File: src/design/fgn_pkg.sv
`timescale 1ns / 1ps
`default_nettype none
// ----------------------------------------------------------------------------
// fgn_pkg
// Shared types, codes and helpers of the fractal gradient noise block.
// ----------------------------------------------------------------------------
package fgn_pkg;

   localparam logic [1:0] CMD_LOAD   = 2'd0;
   localparam logic [1:0] CMD_SAMPLE = 2'd1;
   localparam logic [1:0] CMD_CLEAR  = 2'd2;

   localparam logic [1:0] CSR_OCTAVES     = 2'd0;
   localparam logic [1:0] CSR_PERSISTENCE = 2'd1;
   localparam logic [1:0] CSR_LACUNARITY  = 2'd2;

   localparam int CSR_W     = 16;
   localparam int COORD_W   = 32;
   localparam int NOISE_W   = 16;
   localparam int T_W       = 16;
   localparam int DIST_W    = T_W + 2;
   localparam int GRAD_W    = DIST_W + 2;
   localparam int FADE_W    = T_W + 1;
   localparam int SCALE_W   = 48;
   localparam int AMP_W     = 32;
   localparam int Q_FRAC    = 12;

   localparam logic [3:0]  OCTAVES_RESET     = 4'd1;
   localparam logic [15:0] PERSISTENCE_RESET = 16'd2048;
   localparam logic [15:0] LACUNARITY_RESET  = 16'd8192;

   typedef struct packed {
      logic [1:0]                command;
      logic [7:0]                table_index;
      logic [7:0]                table_value;
      logic signed [COORD_W-1:0] coord_x;
      logic signed [COORD_W-1:0] coord_y;
      logic signed [COORD_W-1:0] coord_z;
   } work_type;

   typedef struct packed {
      logic [3:0]  octave_count;
      logic [15:0] persistence;
      logic [15:0] lacunarity;
   } cfg_type;

   function automatic logic signed [GRAD_W-1:0] grad(
      input logic [3:0]               h,
      input logic signed [DIST_W-1:0] x,
      input logic signed [DIST_W-1:0] y,
      input logic signed [DIST_W-1:0] z
   );
      logic signed [GRAD_W-1:0] xe;
      logic signed [GRAD_W-1:0] ye;
      logic signed [GRAD_W-1:0] ze;
      logic signed [GRAD_W-1:0] g;
      xe = GRAD_W'(x);
      ye = GRAD_W'(y);
      ze = GRAD_W'(z);
      case (h)
         4'd0:    g = xe + ye;
         4'd1:    g = ye - xe;
         4'd2:    g = xe - ye;
         4'd3:    g = -xe - ye;
         4'd4:    g = xe + ze;
         4'd5:    g = ze - xe;
         4'd6:    g = xe - ze;
         4'd7:    g = -xe - ze;
         4'd8:    g = ye + ze;
         4'd9:    g = ze - ye;
         4'd10:   g = ye - ze;
         4'd11:   g = -ye - ze;
         4'd12:   g = ye + xe;
         4'd13:   g = ze - ye;
         4'd14:   g = ye - xe;
         default: g = -ye - ze;
      endcase
      return g;
   endfunction

endpackage
`default_nettype wire

File: src/design/fgn_bus.sv
`timescale 1ns / 1ps
`default_nettype none
// ----------------------------------------------------------------------------
// fgn_bus
// Request and response channels with valid/ready handshake.
// ----------------------------------------------------------------------------
interface fgn_req_if;
   logic                                valid;
   logic                                ready;
   logic [1:0]                          command;
   logic [7:0]                          table_index;
   logic [7:0]                          table_value;
   logic signed [fgn_pkg::COORD_W-1:0]  coord_x;
   logic signed [fgn_pkg::COORD_W-1:0]  coord_y;
   logic signed [fgn_pkg::COORD_W-1:0]  coord_z;

   modport source (output valid, command, table_index, table_value,
                   coord_x, coord_y, coord_z, input ready);
   modport sink   (input valid, command, table_index, table_value,
                   coord_x, coord_y, coord_z, output ready);
endinterface

`default_nettype wire

File: src/design/fgn_front.sv
`timescale 1ns / 1ps
`default_nettype none
// ----------------------------------------------------------------------------
// fgn_front
// Input stage: take request words, drop unknown commands, pass the rest on.
// ----------------------------------------------------------------------------
module fgn_front (
   input  wire logic               clock,
   input  wire logic               reset,
   fgn_req_if.sink                 req_bus,
   output logic                    push_valid,
   output fgn_pkg::work_type       push_word,
   input  wire logic               push_ready
);

   logic              hold_valid_ff;
   logic              hold_valid_in;
   fgn_pkg::work_type word_ff;
   fgn_pkg::work_type word_in;
   logic              take;
   logic              known;

   assign req_bus.ready = !hold_valid_ff || push_ready;
   assign take          = req_bus.valid && req_bus.ready;
   assign known         = req_bus.command inside
                          {fgn_pkg::CMD_LOAD, fgn_pkg::CMD_SAMPLE, fgn_pkg::CMD_CLEAR};

   always_comb begin
      hold_valid_in = hold_valid_ff && !push_ready;
      word_in       = word_ff;
      if (take) begin
         hold_valid_in       = known;
         word_in.command     = req_bus.command;
         word_in.table_index = req_bus.table_index;
         word_in.table_value = req_bus.table_value;
         word_in.coord_x     = req_bus.coord_x;
         word_in.coord_y     = req_bus.coord_y;
         word_in.coord_z     = req_bus.coord_z;
      end
   end

   always_ff @(posedge clock) begin
      if (reset) begin
         hold_valid_ff <= 1'b0;
      end else begin
         hold_valid_ff <= hold_valid_in;
      end
   end

   always_ff @(posedge clock) begin
      word_ff <= word_in;
   end

   assign push_valid = hold_valid_ff;
   assign push_word  = word_ff;

endmodule
`default_nettype wire

File: src/flat_wrapper.sv
// flat-port wrapper written by rule: the top's interface ports become plain ports
module fgn_front_flat 
  (clock, reset, push_valid, push_word, push_ready, req_bus_valid, req_bus_command, req_bus_table_index, req_bus_table_value, req_bus_coord_x, req_bus_coord_y, req_bus_coord_z, req_bus_ready);
  fgn_req_if req_bus_i ();
  input  wire logic clock;
  input  wire logic reset;
  output logic push_valid;
  output fgn_pkg::work_type push_word;
  input  wire logic push_ready;
  input wire logic [$bits(req_bus_i.valid)-1:0] req_bus_valid;
  input wire logic [$bits(req_bus_i.command)-1:0] req_bus_command;
  input wire logic [$bits(req_bus_i.table_index)-1:0] req_bus_table_index;
  input wire logic [$bits(req_bus_i.table_value)-1:0] req_bus_table_value;
  input wire logic [$bits(req_bus_i.coord_x)-1:0] req_bus_coord_x;
  input wire logic [$bits(req_bus_i.coord_y)-1:0] req_bus_coord_y;
  input wire logic [$bits(req_bus_i.coord_z)-1:0] req_bus_coord_z;
  output wire logic [$bits(req_bus_i.ready)-1:0] req_bus_ready;
  assign req_bus_i.valid = req_bus_valid;
  assign req_bus_i.command = req_bus_command;
  assign req_bus_i.table_index = req_bus_table_index;
  assign req_bus_i.table_value = req_bus_table_value;
  assign req_bus_i.coord_x = req_bus_coord_x;
  assign req_bus_i.coord_y = req_bus_coord_y;
  assign req_bus_i.coord_z = req_bus_coord_z;
  assign req_bus_ready = req_bus_i.ready;
  fgn_front u_core (.clock(clock), .reset(reset), .req_bus(req_bus_i), .push_valid(push_valid), .push_word(push_word), .push_ready(push_ready));
endmodule
File: config.mk
export PLATFORM = sky130hd
export DESIGN_NAME = fgn_front_flat
export DESIGN_NICKNAME = d
export VERILOG_FILES = /design/src/design/fgn_pkg.sv /design/src/design/fgn_bus.sv /design/src/design/fgn_front.sv /design/src/flat_wrapper.sv
export SDC_FILE = /design/constraint.sdc
export NUM_CORES = 1
export LEC_CHECK = 0
export ABC_CLOCK_PERIOD_IN_PS = 2300
export BUFFER_PORTS_ARGS = -buffer_cell sky130_fd_sc_hd__clkbuf_2
export CORE_MARGIN = 2
export CORE_UTILIZATION = 30
export DETAILED_ROUTE_END_ITERATION = 7
export PLACE_DENSITY = 0.61
export SYNTH_ARGS = -nofsm -noshare
export SYNTH_HDL_FRONTEND = slang
export SYNTH_SLANG_ARGS = --single-unit
File: constraint.sdc
create_clock -name clock -period 2.3 [get_ports clock]
set_input_delay 0.345 -clock clock [delete_from_list [all_inputs] [get_ports clock]]
set_output_delay 0.345 -clock clock [all_outputs]
set_load 0.02 [all_outputs]
; After elaboration in Yosys (flattened, before gate mapping)
; Cells that the tools add are included.
[op_classes]
n_eq_ne = 2
mux = 1
reduce_logical = 7
[op_table]
columns = cell, count
row1 = 3-bit nonzero test, 1
row2 = 2-bit by 1-bit equality test with 1-bit output (second input constant), 1
row3 = 2-bit equality test (second input constant), 1
row4 = 1-bit logical AND, 2
row5 = 1-bit logical NOT, 2
row6 = 2-bit logical NOT, 1
row7 = 1-bit logical OR, 1
row8 = 1-bit 2-to-1 mux, 1
[totals]
register_bits = 115
input_bits = 118
output_inout_bits = 116
word_cells = 17

; Longest topological paths before layout
[logic_depth]
ltp_word = 4
mapped_depth = 2
ltp_nobuf = 2

; Least setup slack after synthesis
; OpenSTA, ideal clock, no wires.
[synth_timing]
kind = flip-flop to flip-flop
startpoint = reg u_core.hold_valid_ff (netlist: u_core.push_valid)
endpoint = reg u_core.word_ff (netlist bit u_core.push_word[0]) (enable)
setup_time_ns = 0.424
t_arrival_ns = 1.980
required_time_ns = 1.876
path_slack_ns = -0.104
path_stages_with_launch = 3
period_less_slack_ns = 2.404
path_cell_list = dfxtp_1 nand2b_4 and2_2
[synth_between]
elab_chain_cells = 3
[synth_rtl]
columns = element, line
row1 = from (decl), fgn_front.sv:16  ; logic hold_valid_ff;
row2 = from (signal assigned), fgn_front.sv:46  ; hold_valid_ff <= hold_valid_in;
row3 = 1-bit logical NOT, fgn_front.sv:23  ; assign req_bus.ready = !hold_valid_ff || push_ready;
row4 = 1-bit logical OR, fgn_front.sv:23
row5 = named net req_bus_ready, flat_wrapper.sv:17  ; output wire logic [$bits(req_bus_i.ready)-1:0] req_bus_ready;
row6 = 1-bit logical AND, fgn_front.sv:24  ; assign take = req_bus.valid && req_bus.ready;
row7 = named net u_core.take, fgn_front.sv:20  ; logic take;
row8 = to (signal assigned), fgn_front.sv:51  ; word_ff <= word_in;
row9 = to (decl), fgn_front.sv:18  ; fgn_pkg::work_type word_ff;
; The timed path passes the listed nets, and every way through them passes these cells.
; A chain may end at the register's enable or synchronous reset.

; Worst setup path after layout
[layout_timing]
startpoint = reg u_core.hold_valid_ff (netlist: u_core.push_valid)
endpoint = reg u_core.word_ff (netlist bit u_core.push_word[55]) (enable)
[layout_between]
elab_chain_cells = 3
[layout_rtl]
columns = element, line
row1 = 1-bit logical NOT, fgn_front.sv:23
row2 = 1-bit logical OR, fgn_front.sv:23
row3 = 1-bit logical AND, fgn_front.sv:24
row4 = named net u_core.take, fgn_front.sv:20
; The timed path passes the listed nets, and every way through them passes these cells.

==> flow_summary.yaml <==
run_status:
  status: "finished, final reports clean"
timing:
  worst_slack_ns: 0.844
  period_share_pct: 63.3
  slew_headroom_pct: 59.4
  timing.fmax_mhz: 687
  worst_clock_skew_ns: 0.00501
  hold_violations: 0
  rsz0062_at_grt: "no"
  fin_tns_setup_ns: 0
  worst_pin_slew_ns: 0.608
  min_period_ns: 1.46
  setup_viol: 0
  drv_slew: 0
power:
  power_frac_comb_pct: 8.2
  p_seq_share_pct: 47.6
  cellPowerDensity_mw_per_mm2: 970
  p_clk_share_pct: 44.2
  p_total_uw: 5230
  p_leak_uw: 0.00236
  p_sw_uw: 1240
  ir_worst_vdd_v: 0.000539
  p_int_uw: 3990
  p_sw_share_pct: 23.7
critical_path:
  r2r_setup_slack_ns: 0.84
  critPathKind: "flip-flop to flip-flop"
  cp-start-kind: "flip-flop"
  crit_fanout: 114
  r2r-end: "u_core.push_word[55]"
  startpoint: "u_core.push_valid"
  setup.worst_path.end_class: "flip-flop"
  crit_required_ns: 2.33
  critPathArrivalTime_ns: 1.49
  r2r-start: "u_core.push_valid"
  crit_path_end: "u_core.push_word[55]"
  worstRegToRegCells: 3
clocking:
  postCtsSetupRepairBufs: 0
  htreeDepth: 4
  cts_hold_buf: 0
  clock-sinks: 115
  clockRootBuffer: "clkbuf_16"
  cts_buffers: 17
  clock_path_buffers: 2
  clock_latency_ns: 0.40
  cts.repair.resized: 0
  cts_tree: "done"
  clkTransAtPathRegs_ns: 0.05
flow_run:
  drv_cap: 0
yosys:
  yosys.area.top_type: "edfxtp_1"
  syn_inst: 119
  synth_area_leaders: "edfxtp_1 (98%), dfxtp_1 (0.57%), nand2b_4 (0.40%), a21bo_1 (0.29%), a21oi_2 (0.25%)"
  avgSynthCellArea_um2: 29.3
  netlist_area_mm2: 0.00348
  ys_seq_area_share_pct: 98.9
  synth-seq-cells: 115
  synth_top_cell_area_share_pct: 98.3
  yosys_warnings: 0
  synth_cell_types: 6
  synth_edf_count: 114
  yosysMostFrequentCell: "edfxtp_1"
  ys_async_sr_fraction_pct: 0
  synth_ff_type: "edfxtp_1"
  synth_nets: 237
place:
  dp.final_hpwl_mm: 5.84
  gp_congestion: 0.704
  portBuffers: 233
  dp_slack_ns: 0.711
  place_inst: 496
  place_area_mm2: 0.00485
die:
  boundaryPins: 234
  core-area_mm2: 0.0114
  fp.dieW_um: 112
  rows: 39
  start_util_pct: 30.6
  design.die.area_mm2: 0.0125
  chipHeight_um: 112
global_route:
  grt_pass1_wl_mm: 11.9
  grt_max_degree: 115
  globalRouteOverflowTotal: 0
  track_usage_pct: 13.0
  grt_pass1_vias: 2378
  grt_antenna_before_repair: 0
detailed_routing:
  drtIter0Drc: 89
  wl_per_cell_um: 14.9
  drc: 0
  via_count: 2142
  dr.pass1.iters: 4
  drtAntennaViolNets: 0
  drt-total-wl_mm: 7.85
  via_per_inst: 4.06
cells_and_area:
  drive_gt1_share_pct: 69.9
  area_growth_pct: 54.6
  layoutNonFillerInstCount: 528
  fin_area_mm2: 0.00539
  final_net_count: 490
  antenna_cells: 0
min_path:
  hold_path.class: "primary input to flip-flop"
registers in the layout, indices dropped and copies added, names as in the netlist:
name / cells
u_core.push_word: 114
u_core.push_valid: 1
worst max-delay path: stages (launching register included):
cell,delay (ns)
dfxtp_1,0.33
nand2b_4,0.08
and2_4,0.15
buf_12,0.43
power by group through the flow:
stage	Clock (uW)	Combinational [uW]	Sequential (uW)
finish	2310	427	2490
global route	2480	457	2500
CTS	2380	437	2490
detailed placement	0	436	2530
global placement	0	430	2530
floorplan	0	42.8	2690
final cells by class:
class	count	area [um^2]
clock buffer	17	425
multi-input combinational	4	41.3
sequential	115	3440
fill	1013	5980
tap	143	179
timing repair buffer	234	1190
clock inverter	15	111
through the flow:
| stage | hold slack [ns] | utilization [%] |
|---|---|---|
| floorplan | 0.407 | - |
| global placement | 0.484 | 42.7 |
| detailed placement | 0.495 | 42.7 |
| CTS | 0.0841 | 47.4 |
| global route | 0.0938 | 47.4 |
| finish | 0.105 | 47.4 |
routing by layer:
layer	wire length (um)	up-vias	GRT usage [%]	part of all wire, %
met1	2820	999	13.6	36
met5	0	-	0	0
li1	-	993	-	-
met2	3940	135	20.3	50
met3	880	15	7.46	11
met4	212	0	7.65	2.7
worst min-delay path by stage:
stage | end | startpoint | depth (start not counted)
finish | u_core.push_valid | reset | 2
global route | u_core.push_word[21] | req_bus_coord_z[21] | 1
CTS | u_core.push_valid | reset | 2
detailed placement | u_core.push_valid | u_core.push_valid | 2
global placement | u_core.push_valid | u_core.push_valid | 2
floorplan | u_core.push_valid | reset | 1
placed cells by master, fill, tap and decap left out, drive strengths merged:
| cell | instances |
|---|---|
| a21bo | 1 |
| buf | 1 |
| nand2b | 1 |
| dfxtp | 1 |
| inv | 3 |
| and2 | 1 |
| a21oi | 1 |
| clkinvlp | 7 |
| clkbuf | 250 |
| edfxtp | 114 |
| clkinv | 5 |
logic make-up (layout without fill, tap and decap cells):
logic type	Yosys count	after routing	share of synthesized area [%]
DFF	115	115	98.9
and+or+nand+nor	2	2	0.611
AOI/OAI and AO/OA	2	2	0.539
buffers and inverters	0	266	0
No activity file was read; power rests on OpenSTA's default activity.
