`config.mk`:
```
export PLATFORM = sky130hd
export DESIGN_NAME = fgn_queue
export DESIGN_NICKNAME = d
export VERILOG_FILES = /design/src/design/fgn_pkg.sv /design/src/design/fgn_queue.sv
export SDC_FILE = /design/constraint.sdc
export NUM_CORES = 1
export LEC_CHECK = 0
export BUFFER_PORTS_ARGS = -buffer_cell sky130_fd_sc_hd__buf_2
export CAP_MARGIN = 25
export CORE_ASPECT_RATIO = 1.5
export CORE_MARGIN = 2
export CORE_UTILIZATION = 47
export CTS_CLUSTER_SIZE = 40
export DETAILED_ROUTE_END_ITERATION = 6
export MAX_ROUTING_LAYER = met4
export PLACE_DENSITY = 0.79
export SETUP_SLACK_MARGIN = 0.05
export SYNTH_ARGS = -nofsm -noshare
export SYNTH_HDL_FRONTEND = slang
export SYNTH_SLANG_ARGS = --single-unit
```
`constraint.sdc`:
```
create_clock -name clock -period 3.8 [get_ports clock]
set_clock_uncertainty 0.05 [all_clocks]
set_input_delay 0.38 -clock clock [delete_from_list [all_inputs] [get_ports clock]]
set_output_delay 0.38 -clock clock [all_outputs]
set_load 0.05 [all_outputs]
```
`src/design/fgn_pkg.sv`:
```
`timescale 1ns / 1ps
`default_nettype none
// ----------------------------------------------------------------------------
// fgn_pkg
// Shared types, codes and helpers of the fractal gradient noise block.
// ----------------------------------------------------------------------------
package fgn_pkg;

   localparam logic [1:0] CMD_LOAD   = 2'd0;
   localparam logic [1:0] CMD_SAMPLE = 2'd1;
   localparam logic [1:0] CMD_CLEAR  = 2'd2;

   localparam logic [1:0] CSR_OCTAVES     = 2'd0;
   localparam logic [1:0] CSR_PERSISTENCE = 2'd1;
   localparam logic [1:0] CSR_LACUNARITY  = 2'd2;

   localparam int CSR_W     = 16;
   localparam int COORD_W   = 32;
   localparam int NOISE_W   = 16;
   localparam int T_W       = 16;
   localparam int DIST_W    = T_W + 2;
   localparam int GRAD_W    = DIST_W + 2;
   localparam int FADE_W    = T_W + 1;
   localparam int SCALE_W   = 48;
   localparam int AMP_W     = 32;
   localparam int Q_FRAC    = 12;

   localparam logic [3:0]  OCTAVES_RESET     = 4'd1;
   localparam logic [15:0] PERSISTENCE_RESET = 16'd2048;
   localparam logic [15:0] LACUNARITY_RESET  = 16'd8192;

   typedef struct packed {
      logic [1:0]                command;
      logic [7:0]                table_index;
      logic [7:0]                table_value;
      logic signed [COORD_W-1:0] coord_x;
      logic signed [COORD_W-1:0] coord_y;
      logic signed [COORD_W-1:0] coord_z;
   } work_type;

   typedef struct packed {
      logic [3:0]  octave_count;
      logic [15:0] persistence;
      logic [15:0] lacunarity;
   } cfg_type;

   function automatic logic signed [GRAD_W-1:0] grad(
      input logic [3:0]               h,
      input logic signed [DIST_W-1:0] x,
      input logic signed [DIST_W-1:0] y,
      input logic signed [DIST_W-1:0] z
   );
      logic signed [GRAD_W-1:0] xe;
      logic signed [GRAD_W-1:0] ye;
      logic signed [GRAD_W-1:0] ze;
      logic signed [GRAD_W-1:0] g;
      xe = GRAD_W'(x);
      ye = GRAD_W'(y);
      ze = GRAD_W'(z);
      case (h)
         4'd0:    g = xe + ye;
         4'd1:    g = ye - xe;
         4'd2:    g = xe - ye;
         4'd3:    g = -xe - ye;
         4'd4:    g = xe + ze;
         4'd5:    g = ze - xe;
         4'd6:    g = xe - ze;
         4'd7:    g = -xe - ze;
         4'd8:    g = ye + ze;
         4'd9:    g = ze - ye;
         4'd10:   g = ye - ze;
         4'd11:   g = -ye - ze;
         4'd12:   g = ye + xe;
         4'd13:   g = ze - ye;
         4'd14:   g = ye - xe;
         default: g = -ye - ze;
      endcase
      return g;
   endfunction

endpackage
`default_nettype wire

```
`src/design/fgn_queue.sv`:
```
`timescale 1ns / 1ps
`default_nettype none
// ----------------------------------------------------------------------------
// fgn_queue
// Two-entry queue between the input stage and the execution engine.
// ----------------------------------------------------------------------------
module fgn_queue (
   input  wire logic               clock,
   input  wire logic               reset,
   input  wire logic               push_valid,
   input  wire fgn_pkg::work_type  push_word,
   output logic                    push_ready,
   output logic                    pop_valid,
   output fgn_pkg::work_type       pop_word,
   input  wire logic               pop_ready
);

   fgn_pkg::work_type slot_ff [2];
   logic              wr_ptr_ff;
   logic              wr_ptr_in;
   logic              rd_ptr_ff;
   logic              rd_ptr_in;
   logic [1:0]        count_ff;
   logic [1:0]        count_in;
   logic              do_push;
   logic              do_pop;

   assign push_ready = (count_ff != 2'd2);
   assign pop_valid  = (count_ff != 2'd0);
   assign pop_word   = slot_ff[rd_ptr_ff];
   assign do_push    = push_valid && push_ready;
   assign do_pop     = pop_valid && pop_ready;

   always_comb begin
      wr_ptr_in = do_push ? !wr_ptr_ff : wr_ptr_ff;
      rd_ptr_in = do_pop ? !rd_ptr_ff : rd_ptr_ff;
      count_in  = count_ff + 2'(do_push) - 2'(do_pop);
   end

   always_ff @(posedge clock) begin
      if (reset) begin
         wr_ptr_ff <= 1'b0;
         rd_ptr_ff <= 1'b0;
         count_ff  <= 2'd0;
      end else begin
         wr_ptr_ff <= wr_ptr_in;
         rd_ptr_ff <= rd_ptr_in;
         count_ff  <= count_in;
      end
   end

   always_ff @(posedge clock) begin
      if (do_push) begin
         slot_ff[wr_ptr_ff] <= push_word;
      end
   end

endmodule
`default_nettype wire

```
**Word level (Yosys, flattened, before mapping)**

Memories as Yosys holds them, arrays and structs flattened. A register that Yosys moved wholly into a read port is not among the register bits.
Index checks and enable logic that the tools add are counted.

- Equality and inequality tests: 1
- Multiplexer cells: 4
- Reduce and logical (&&, ||, !) cells: 5
- Add/sub/neg operators: 2

Operators by type and width:

| operator | count |
|---|---|
| 1-bit two-way mux | 4 |
| 2-bit by 1-bit adder with 2-bit output | 1 |
| 1-bit logical AND | 2 |
| 1-bit zero test | 2 |
| 2-bit != test, second input constant | 1 |
| 2-bit nonzero test | 1 |
| 2-bit by 1-bit subtractor with 2-bit output | 1 |

- Memories: 1
- Input bits: 118
- Bits in registers: 4
- Memory bits (writable): 228
- Logic and storage cells: 16
- Output and inout bits: 116

Memories:

| name | words | bits a word | read ports | clocked after Yosys merged registers in | write ports | RTL line | source |
|---|---|---|---|---|---|---|---|
| slot_ff | 2 | 114 | 1 | 1 | 1 | fgn_queue.sv:18 | `fgn_pkg::work_type slot_ff [2];` |

**Longest topological paths before layout**

Gate-level depths: netlist (run 1).

- Word-level depth: 4
- Mapped depth: 6
- Gate-level depth less buffers: 6

**Worst setup path after synthesis (run 1)**

No wires, ideal clock.

- Path kind: reg-to-reg
- Start point: register count_ff[0]
- End point: memory slot_ff[1][0] in the netlist's numbering (enable)
- Stages on the path, launching flop included: 3
- Path slack: -0.401 ns
- Setup time: 0.487 ns
- Arrival time: 3.664 ns
- Buffers on the path: 0
- Data required time: 3.263 ns
- Clock period less this slack: 4.201 ns
- Cell sequence: dfxtp_1 nand2b_1 and3_1

- Cells in the longest elaborated chain, start to end: 4

Ends and longest elaborated chain:

| what | RTL line | source |
|---|---|---|
| start: declaration | fgn_queue.sv:23 | `logic [1:0] count_ff;` |
| start signal: assignment | fgn_queue.sv:48 | `count_ff <= count_in;` |
| 2-bit != test | fgn_queue.sv:28 | `assign push_ready = (count_ff != 2'd2);` |
| named net push_ready | fgn_queue.sv:12 | `output logic push_ready,` |
| 1-bit logical AND | fgn_queue.sv:31 | `assign do_push = push_valid && push_ready;` |
| 1-bit two-way mux | fgn_queue.sv:53 | `if (do_push) begin` |
| 1-bit two-way mux (not written as such) | fgn_queue.sv:54 | `slot_ff[wr_ptr_ff] <= push_word;` |
| end: declaration | fgn_queue.sv:18 |  |

The timed path passes the listed nets, and every way through them passes these cells.

==> results of run 1 <==
-- cells in the mapped netlist --
cell        n  share of area (%)
a21bo_2     1               0.11
mux2_2     54                7.0
nor2b_1     2               0.14
buf_8       1               0.17
ha_1        1               0.14
inv_1       1              0.043
mux2_4     60                 10
dfxtp_1     5                1.1
nand2b_1    1              0.072
nor4bb_1    1               0.11
or2_2       1              0.072
a21oi_1     1              0.057
nand3_1     1              0.057
and3_1      2               0.14
nor3_2      1               0.11
o31a_1      1               0.10
xor2_1      1               0.10
edfxtp_1  228                 78
buf_2       5               0.29
nor4_1      1              0.072
nor2_1      4               0.17
nand3b_1    1              0.086
buf_6       7               0.90
o21ai_0     2               0.11
o21ba_2     1               0.11
-- report_power, final --
part           switching [mW]  total, mW  internal (mW)
clock network           0.835       2.05           1.21
registers              0.0743       3.20           3.12
logic                    1.62       2.33          0.709
-- area by class of cell --
cell class | count | area [um^2] | area share, %
Clock inverter | 11 | 126.4 | 1.164
Sequential cell | 233 | 6950 | 64.00
Tap cell | 252 | 315.3 | 2.904
Inverter | 1 | 7.507 | 0.06913
Multi-Input combinational cell | 137 | 1670 | 15.38
Antenna cell | 6 | 15.01 | 0.1383
Timing Repair Buffer | 237 | 1234 | 11.36
Clock buffer | 25 | 540.5 | 4.978
-- registers in the layout (all words and copies together), names as in the netlist, named ones only --
| name | cells |
|---|---|
| slot_ff | 228 |
| count_ff | 2 |
| rd_ptr_ff | 1 |
| wr_ptr_ff | 1 |
-- worst max-delay path, cell delays in order, from the launching register on --
cell and delay (ns):
dfxtp_4 0.40, buf_4 0.53, mux2_2 0.42, buf_2 0.22
-- path summary, 6_finish.rpt --
check	startpoint	endpoint	slack (ns)	depth (start not counted)
setup / recovery	register	pop_word[25]	1.32	3
hold / removal	push_word[57]	slot_ff[0][57]$_DFFE_PP_	0.04	1
setup reg to reg	count_ff[0]$_SDFF_PP0_	slot_ff[1][27]$_DFFE_PP_	1.63	3
hold reg to reg	rd_ptr_ff$_SDFFE_PP0P_	register	0.46	2
-- stage by stage --
step	cells	setup slack, ns
floorplan	384	0.6052
global placement	860	1.742
global route	902	1.225
detailed placement	860	1.630
CTS	896	1.283
finish	902	1.318
-- per-layer routing --
layer  part of all wire, %  vias to the layer above
met5                     0                        -
li1                      -                     2027
met4                   3.6                        0
met3                   7.2                       43
met2                    54                      181
met1                    35                     2126
-- logic make-up (layout without fill, tap and decap cells) --
family / after synthesis / in the layout / share of synthesized area [%]
flops: 233 / 233 / 79.53
mux: 114 / 114 / 17.28
simple gates: 15 / 15 / 1.046
buf+inv: 14 / 274 / 1.404
compound gates: 6 / 6 / 0.5013
fa+ha+maj: 1 / 1 / 0.1432
xor+xnor: 1 / 1 / 0.1003
other cells: 0 / 6 / 0
==> reports/metrics.cfg, run 1 <==
[sta]
fin_tns_setup_ns=0
finalCriticalPeriod_ns=2.482
post-route-period-util_pct=65.31
finalHoldViolations=0
max_freq_ghz=0.4029
timing.hold.ws_ns=0.03803
relSlewSlack_pct=47.43
slew_viol_final=0
worst_slew_pin_slew_ns=0.7885
final-setup-viol-count=0
rsz0062_at_grt=no

[final_layout]
utilization_pct=59.04
syn2layout_area_growth_pct=24.32
nets=750
final_cell_mix=buf_2 (233), edfxtp_1 (228), mux2_4 (60)
layout_commonest_cell=buf_2
fin_area_um2=10860
drive_gt1_share_pct=59.78
n_fill_cell=1363

[placed_design]
portBuffers=233
placed_area_um2=10180
dp_hpwl_um=10450
gp_congestion=0.7278

[power]
power.total_mw=7.580
pwr_density_cell_nw_per_um2=698.0
p_leak_nw=4.128
ir_worst_vdd_mv=0.5301

[clock_network]
root_buffer=clkbuf_16
clock_latency_ns=0.48
cts.repair.resized=0
hold_buffers=0
clock-sinks=233
clock_path_buffers=3
postCtsSetupBuffers=0
clkSlewWorstSetupHoldPaths_ns=0.06
cts_tree=yes
cts.htree.levels=1
numCtsBuffers=21

[setup_path]
startpoint_type=register
cp.required_ns=3.37
critPathCaptureType=output port
arrival_ns=2.05
critPathKind=reg -> out
path_max_fanout=40

[synthesis]
synth_seq_area_share_pct=79.53
synthesis.area_um2=8735
synth_nets=503
ys_seq_elements=233
synth.distinct_cells=25
syn_avg_cell_area_um2=22.75
synth_warnings=0
synthCells=384

[global_route]
grt_pass1_vias=4635
grt_first_pass_wirelength_um=23100
grtUsageMet3_pct=3.932
busiest_layer=met2
gr-usage-all-layers_pct=15.62
use_met2_pct=28.17
met1_usage_pct=16.05
antenna_found_initial=6
grt_max_degree=115
overflow=0

[drt]
drtPass1Iterations=5
num_vias=4377
avgViaCountPerCell=4.853
drt_wl_total_um=15800
drc=0
routedWlPerCell_um=17.51
drtAntennaViolNets=0
drt_iter0_markers=211

[die]
die_width_um=115.3
fp.dieArea_um2=19710
coreArea_um2=18390
row_count=61
fp.dieH_um=171.0
start_util_pct=47.49
io_pins=234

[flow_run]
max_cap_violations=0

[worst_hold_path]
worstHoldPathType=in -> reg

[status]
status=finished clean

No activity file was read; power rests on OpenSTA's default activity.
==> run 2, diff against run 1 <==
--- a/config.mk
+++ b/config.mk
@@ -5,6 +5,7 @@
 export SDC_FILE = /design/constraint.sdc
 export NUM_CORES = 1
 export LEC_CHECK = 0
+export ABC_AREA = 1
 export BUFFER_PORTS_ARGS = -buffer_cell sky130_fd_sc_hd__buf_2
 export CAP_MARGIN = 25
 export CORE_ASPECT_RATIO = 1.5
==> constraint.sdc (replaced) <==
create_clock -name clock -period 2.15 [get_ports clock]
set_clock_uncertainty 0.05 [all_clocks]
set_input_delay 0.215 -clock clock [delete_from_list [all_inputs] [get_ports clock]]
set_output_delay 0.215 -clock clock [all_outputs]
set_load 0.05 [all_outputs]
==> reports/metrics.cfg, run 2 <==
[die]
row_count=61  ; unchanged
fp.dieArea_um2=19660  ; was 19710 um^2
io_pins=234  ; unchanged
fp.dieH_um=170.7  ; was 171.0 um
die_width_um=115.2  ; was 115.3 um
coreArea_um2=18320  ; was 18390 um^2
start_util_pct=47.55  ; was 47.49%

[sta]
max_freq_ghz=0.4805
finalHoldViolations=0  ; unchanged
timing.hold.ws_ns=0.05692  ; was 0.03803 ns
slew_viol_final=0  ; unchanged
final-setup-viol-count=0  ; unchanged
worst_slew_pin_slew_ns=0.5182  ; was 0.7885 ns
relSlewSlack_pct=65.37  ; was 47.43%
rsz0062_at_grt=yes  ; was no
finalCriticalPeriod_ns=2.081
fin_tns_setup_ns=0  ; unchanged
post-route-period-util_pct=96.79

[setup_path]
startpoint_type=register  ; unchanged
arrival_ns=1.82  ; was 2.05 ns
reg2reg_from=count_ff[1]$_SDFF_PP0_  ; was count_ff[0]$_SDFF_PP0_
slowest_stage=dfxtp_4  ; was buf_4
crit_chain=buf_12 > mux2_2 > buf_2  ; was buf_4 > mux2_2 > buf_2
path_max_fanout=33  ; was 40
cp_slowest_stage_delay_ns=0.44  ; was 0.53 ns
cp.required_ns=1.88  ; was 3.37 ns
critPathCaptureType=output port  ; unchanged
critPathKind=reg -> out  ; unchanged

[drt]
drc=0  ; unchanged
drt_wl_total_um=18380  ; was 15800 um
drtAntennaViolNets=0  ; unchanged
num_vias=5002  ; was 4377
avgViaCountPerCell=5.027  ; was 4.853
drtPass1Iterations=5  ; unchanged
drt_iter0_markers=222  ; was 211
routedWlPerCell_um=18.47  ; was 17.51 um

[synthesis]
synth_nets=510  ; was 503
ys.flop_type=edfxtp_1  ; unchanged
synth_commonest_cells=edfxtp_1 (228), mux2_4 (60), mux2_2 (54), nor2_1 (9)  ; was edfxtp_1 (228), mux2_4 (60), mux2_2 (54), buf_6 (7)
yosys.area.top_type=edfxtp_1  ; unchanged
yosysMostFrequentCell=edfxtp_1  ; unchanged
synth.distinct_cells=15  ; was 25
synth_warnings=0  ; unchanged
synth_edf_count=228  ; unchanged
syn_avg_cell_area_um2=22.28  ; was 22.75 um^2
synthesis.area_um2=8710  ; was 8735 um^2
synth_seq_area_share_pct=79.76  ; was 79.53%
async_reset_ff_share_pct=0  ; unchanged
synthCells=391  ; was 384
ys_seq_elements=233  ; unchanged
synth_top_area_share_pct=78.61  ; was 78.38%
synthTopCellsByArea=edfxtp_1 (79%), mux2_4 (10%), mux2_2 (7.0%)  ; was edfxtp_1 (78%), mux2_4 (10%), mux2_2 (7.0%)

[clock_network]
root_buffer=clkbuf_16  ; unchanged
numCtsBuffers=21  ; unchanged
clock-sinks=233  ; unchanged
clock_latency_ns=0.49  ; was 0.48 ns
cts.htree.levels=1  ; unchanged
clkSlewWorstSetupHoldPaths_ns=0.07  ; was 0.06 ns
cts.repair.resized=0  ; unchanged
clock_path_buffers=3  ; unchanged
cts_tree=yes  ; unchanged

[power]
p_leak_nw=4.691  ; was 4.128 nW
pwr_density_cell_nw_per_um2=1247  ; was 698.0 nW/um^2
ir_worst_vdd_mv=1.138  ; was 0.5301 mV

[final_layout]
largestRegisters=slot_ff x228, count_ff x2  ; unchanged
layout_commonest_cell=buf_2  ; unchanged
finalNonFillerCells=995  ; was 902
largest_register_ffs=228  ; unchanged
fin_area_um2=12070  ; was 10860 um^2
nets=879  ; was 750
utilization_pct=65.87  ; was 59.04%
final_cell_mix=buf_2 (233), edfxtp_1 (228), dlygate4sd3_1 (115)  ; was buf_2 (233), edfxtp_1 (228), mux2_4 (60)
drive_gt1_share_pct=50.90  ; was 59.78%
syn2layout_area_growth_pct=38.53  ; was 24.32%
max_flop_register=slot_ff  ; unchanged

[global_route]
overflow=0  ; unchanged
gr-usage-all-layers_pct=18.24  ; was 15.62%
grt_first_pass_wirelength_um=26770  ; was 23100 um
antenna_found_initial=0  ; was 6
grt_pass1_vias=5529  ; was 4635
grt_max_degree=51  ; was 115

[worst_hold_path]
worstHoldPathType=in -> reg  ; unchanged
holdCritStartpoint=push_valid  ; was push_word[57]

[flow_run]
max_cap_violations=0  ; unchanged

[placed_design]
placed_area_um2=10240  ; was 10180 um^2
dp_hpwl_um=11110  ; was 10450 um
dpl.cell_count=840  ; was 860
portBuffers=233  ; unchanged
gp_congestion=0.7389  ; was 0.7278

[status]
status=finished clean  ; unchanged

-- run 2: changes by cell type after synthesis, sizes merged, moves of 2 or more --
cell,delta
and3,-2
inv,+7
nand2,+8
nor2,+5
nor2b,-2
o21ai,-2
-- run 2: cell families after synthesis --
family          synth area share, %
compound gates               0.1149
xor+xnor                     0.1006
fa+ha+maj                    0.1436
buf+inv                       1.709
flops                         79.76
mux                           17.33
simple gates                 0.8475
-- run 2: metal layers --
layer / global-route usage [%] / routed length, um
met5: - / 0
met4: 9.639 / 801
met1: 17.68 / 6413
met2: 33.91 / 10170
met3: 3.188 / 996
-- run 2: worst max-delay path, delay by kind of cell (launching register included) --
kind,cells,cell delay [ns]
buf+inv,2,0.49
flops,1,0.44
mux,1,0.38
-- run 2: worst paths after layout --
path                       endpoint  slack (ns)  cells past startpoint
min reg2reg                register        0.49                      2
min          wr_ptr_ff$_SDFFE_PP0P_        0.06                      3
max reg2reg  count_ff[1]$_SDFF_PP0_        0.40                     10
max                   pop_word[113]        0.07                      3
-- run 2: area by class of cell --
| type | instances | area (um^2) |
|---|---|---|
| antenna | 1 | 2.502 |
| timing repair buffer | 359 | 2487 |
| sequential | 233 | 6952 |
| multi-input combinational | 137 | 1662 |
| clock buffer | 25 | 540.5 |
| fill | 1173 | 6252 |
| inverter | 8 | 30.03 |
| tap | 220 | 275.3 |
| clock inverter | 12 | 116.4 |
-- run 2: stage by stage --
stage	worst slack (ns)	total power, mW
after detailed placement	0.4072	11.35
after CTS	0.05130	15.09
after global routing	0.01695	15.53
after global placement	0.4651	11.22
final	0.06899	15.04
after floorplan	-0.6200	10.26
-- run 2: what timing repair did --
| item | 4_1_cts | 5_1_grt |
|---|---|---|
| hold endpoints to repair | 233 | 0 |
| setup buffers | 2 | 0 |
| hold buffers | 115 | 0 |
| endpoints found under the setup margin | 98 | 23 |
-- run 2: power by group --
group	switching, mW	internal, mW
combinational	3.77	1.73
clock	1.53	2.04
sequential	0.214	5.76
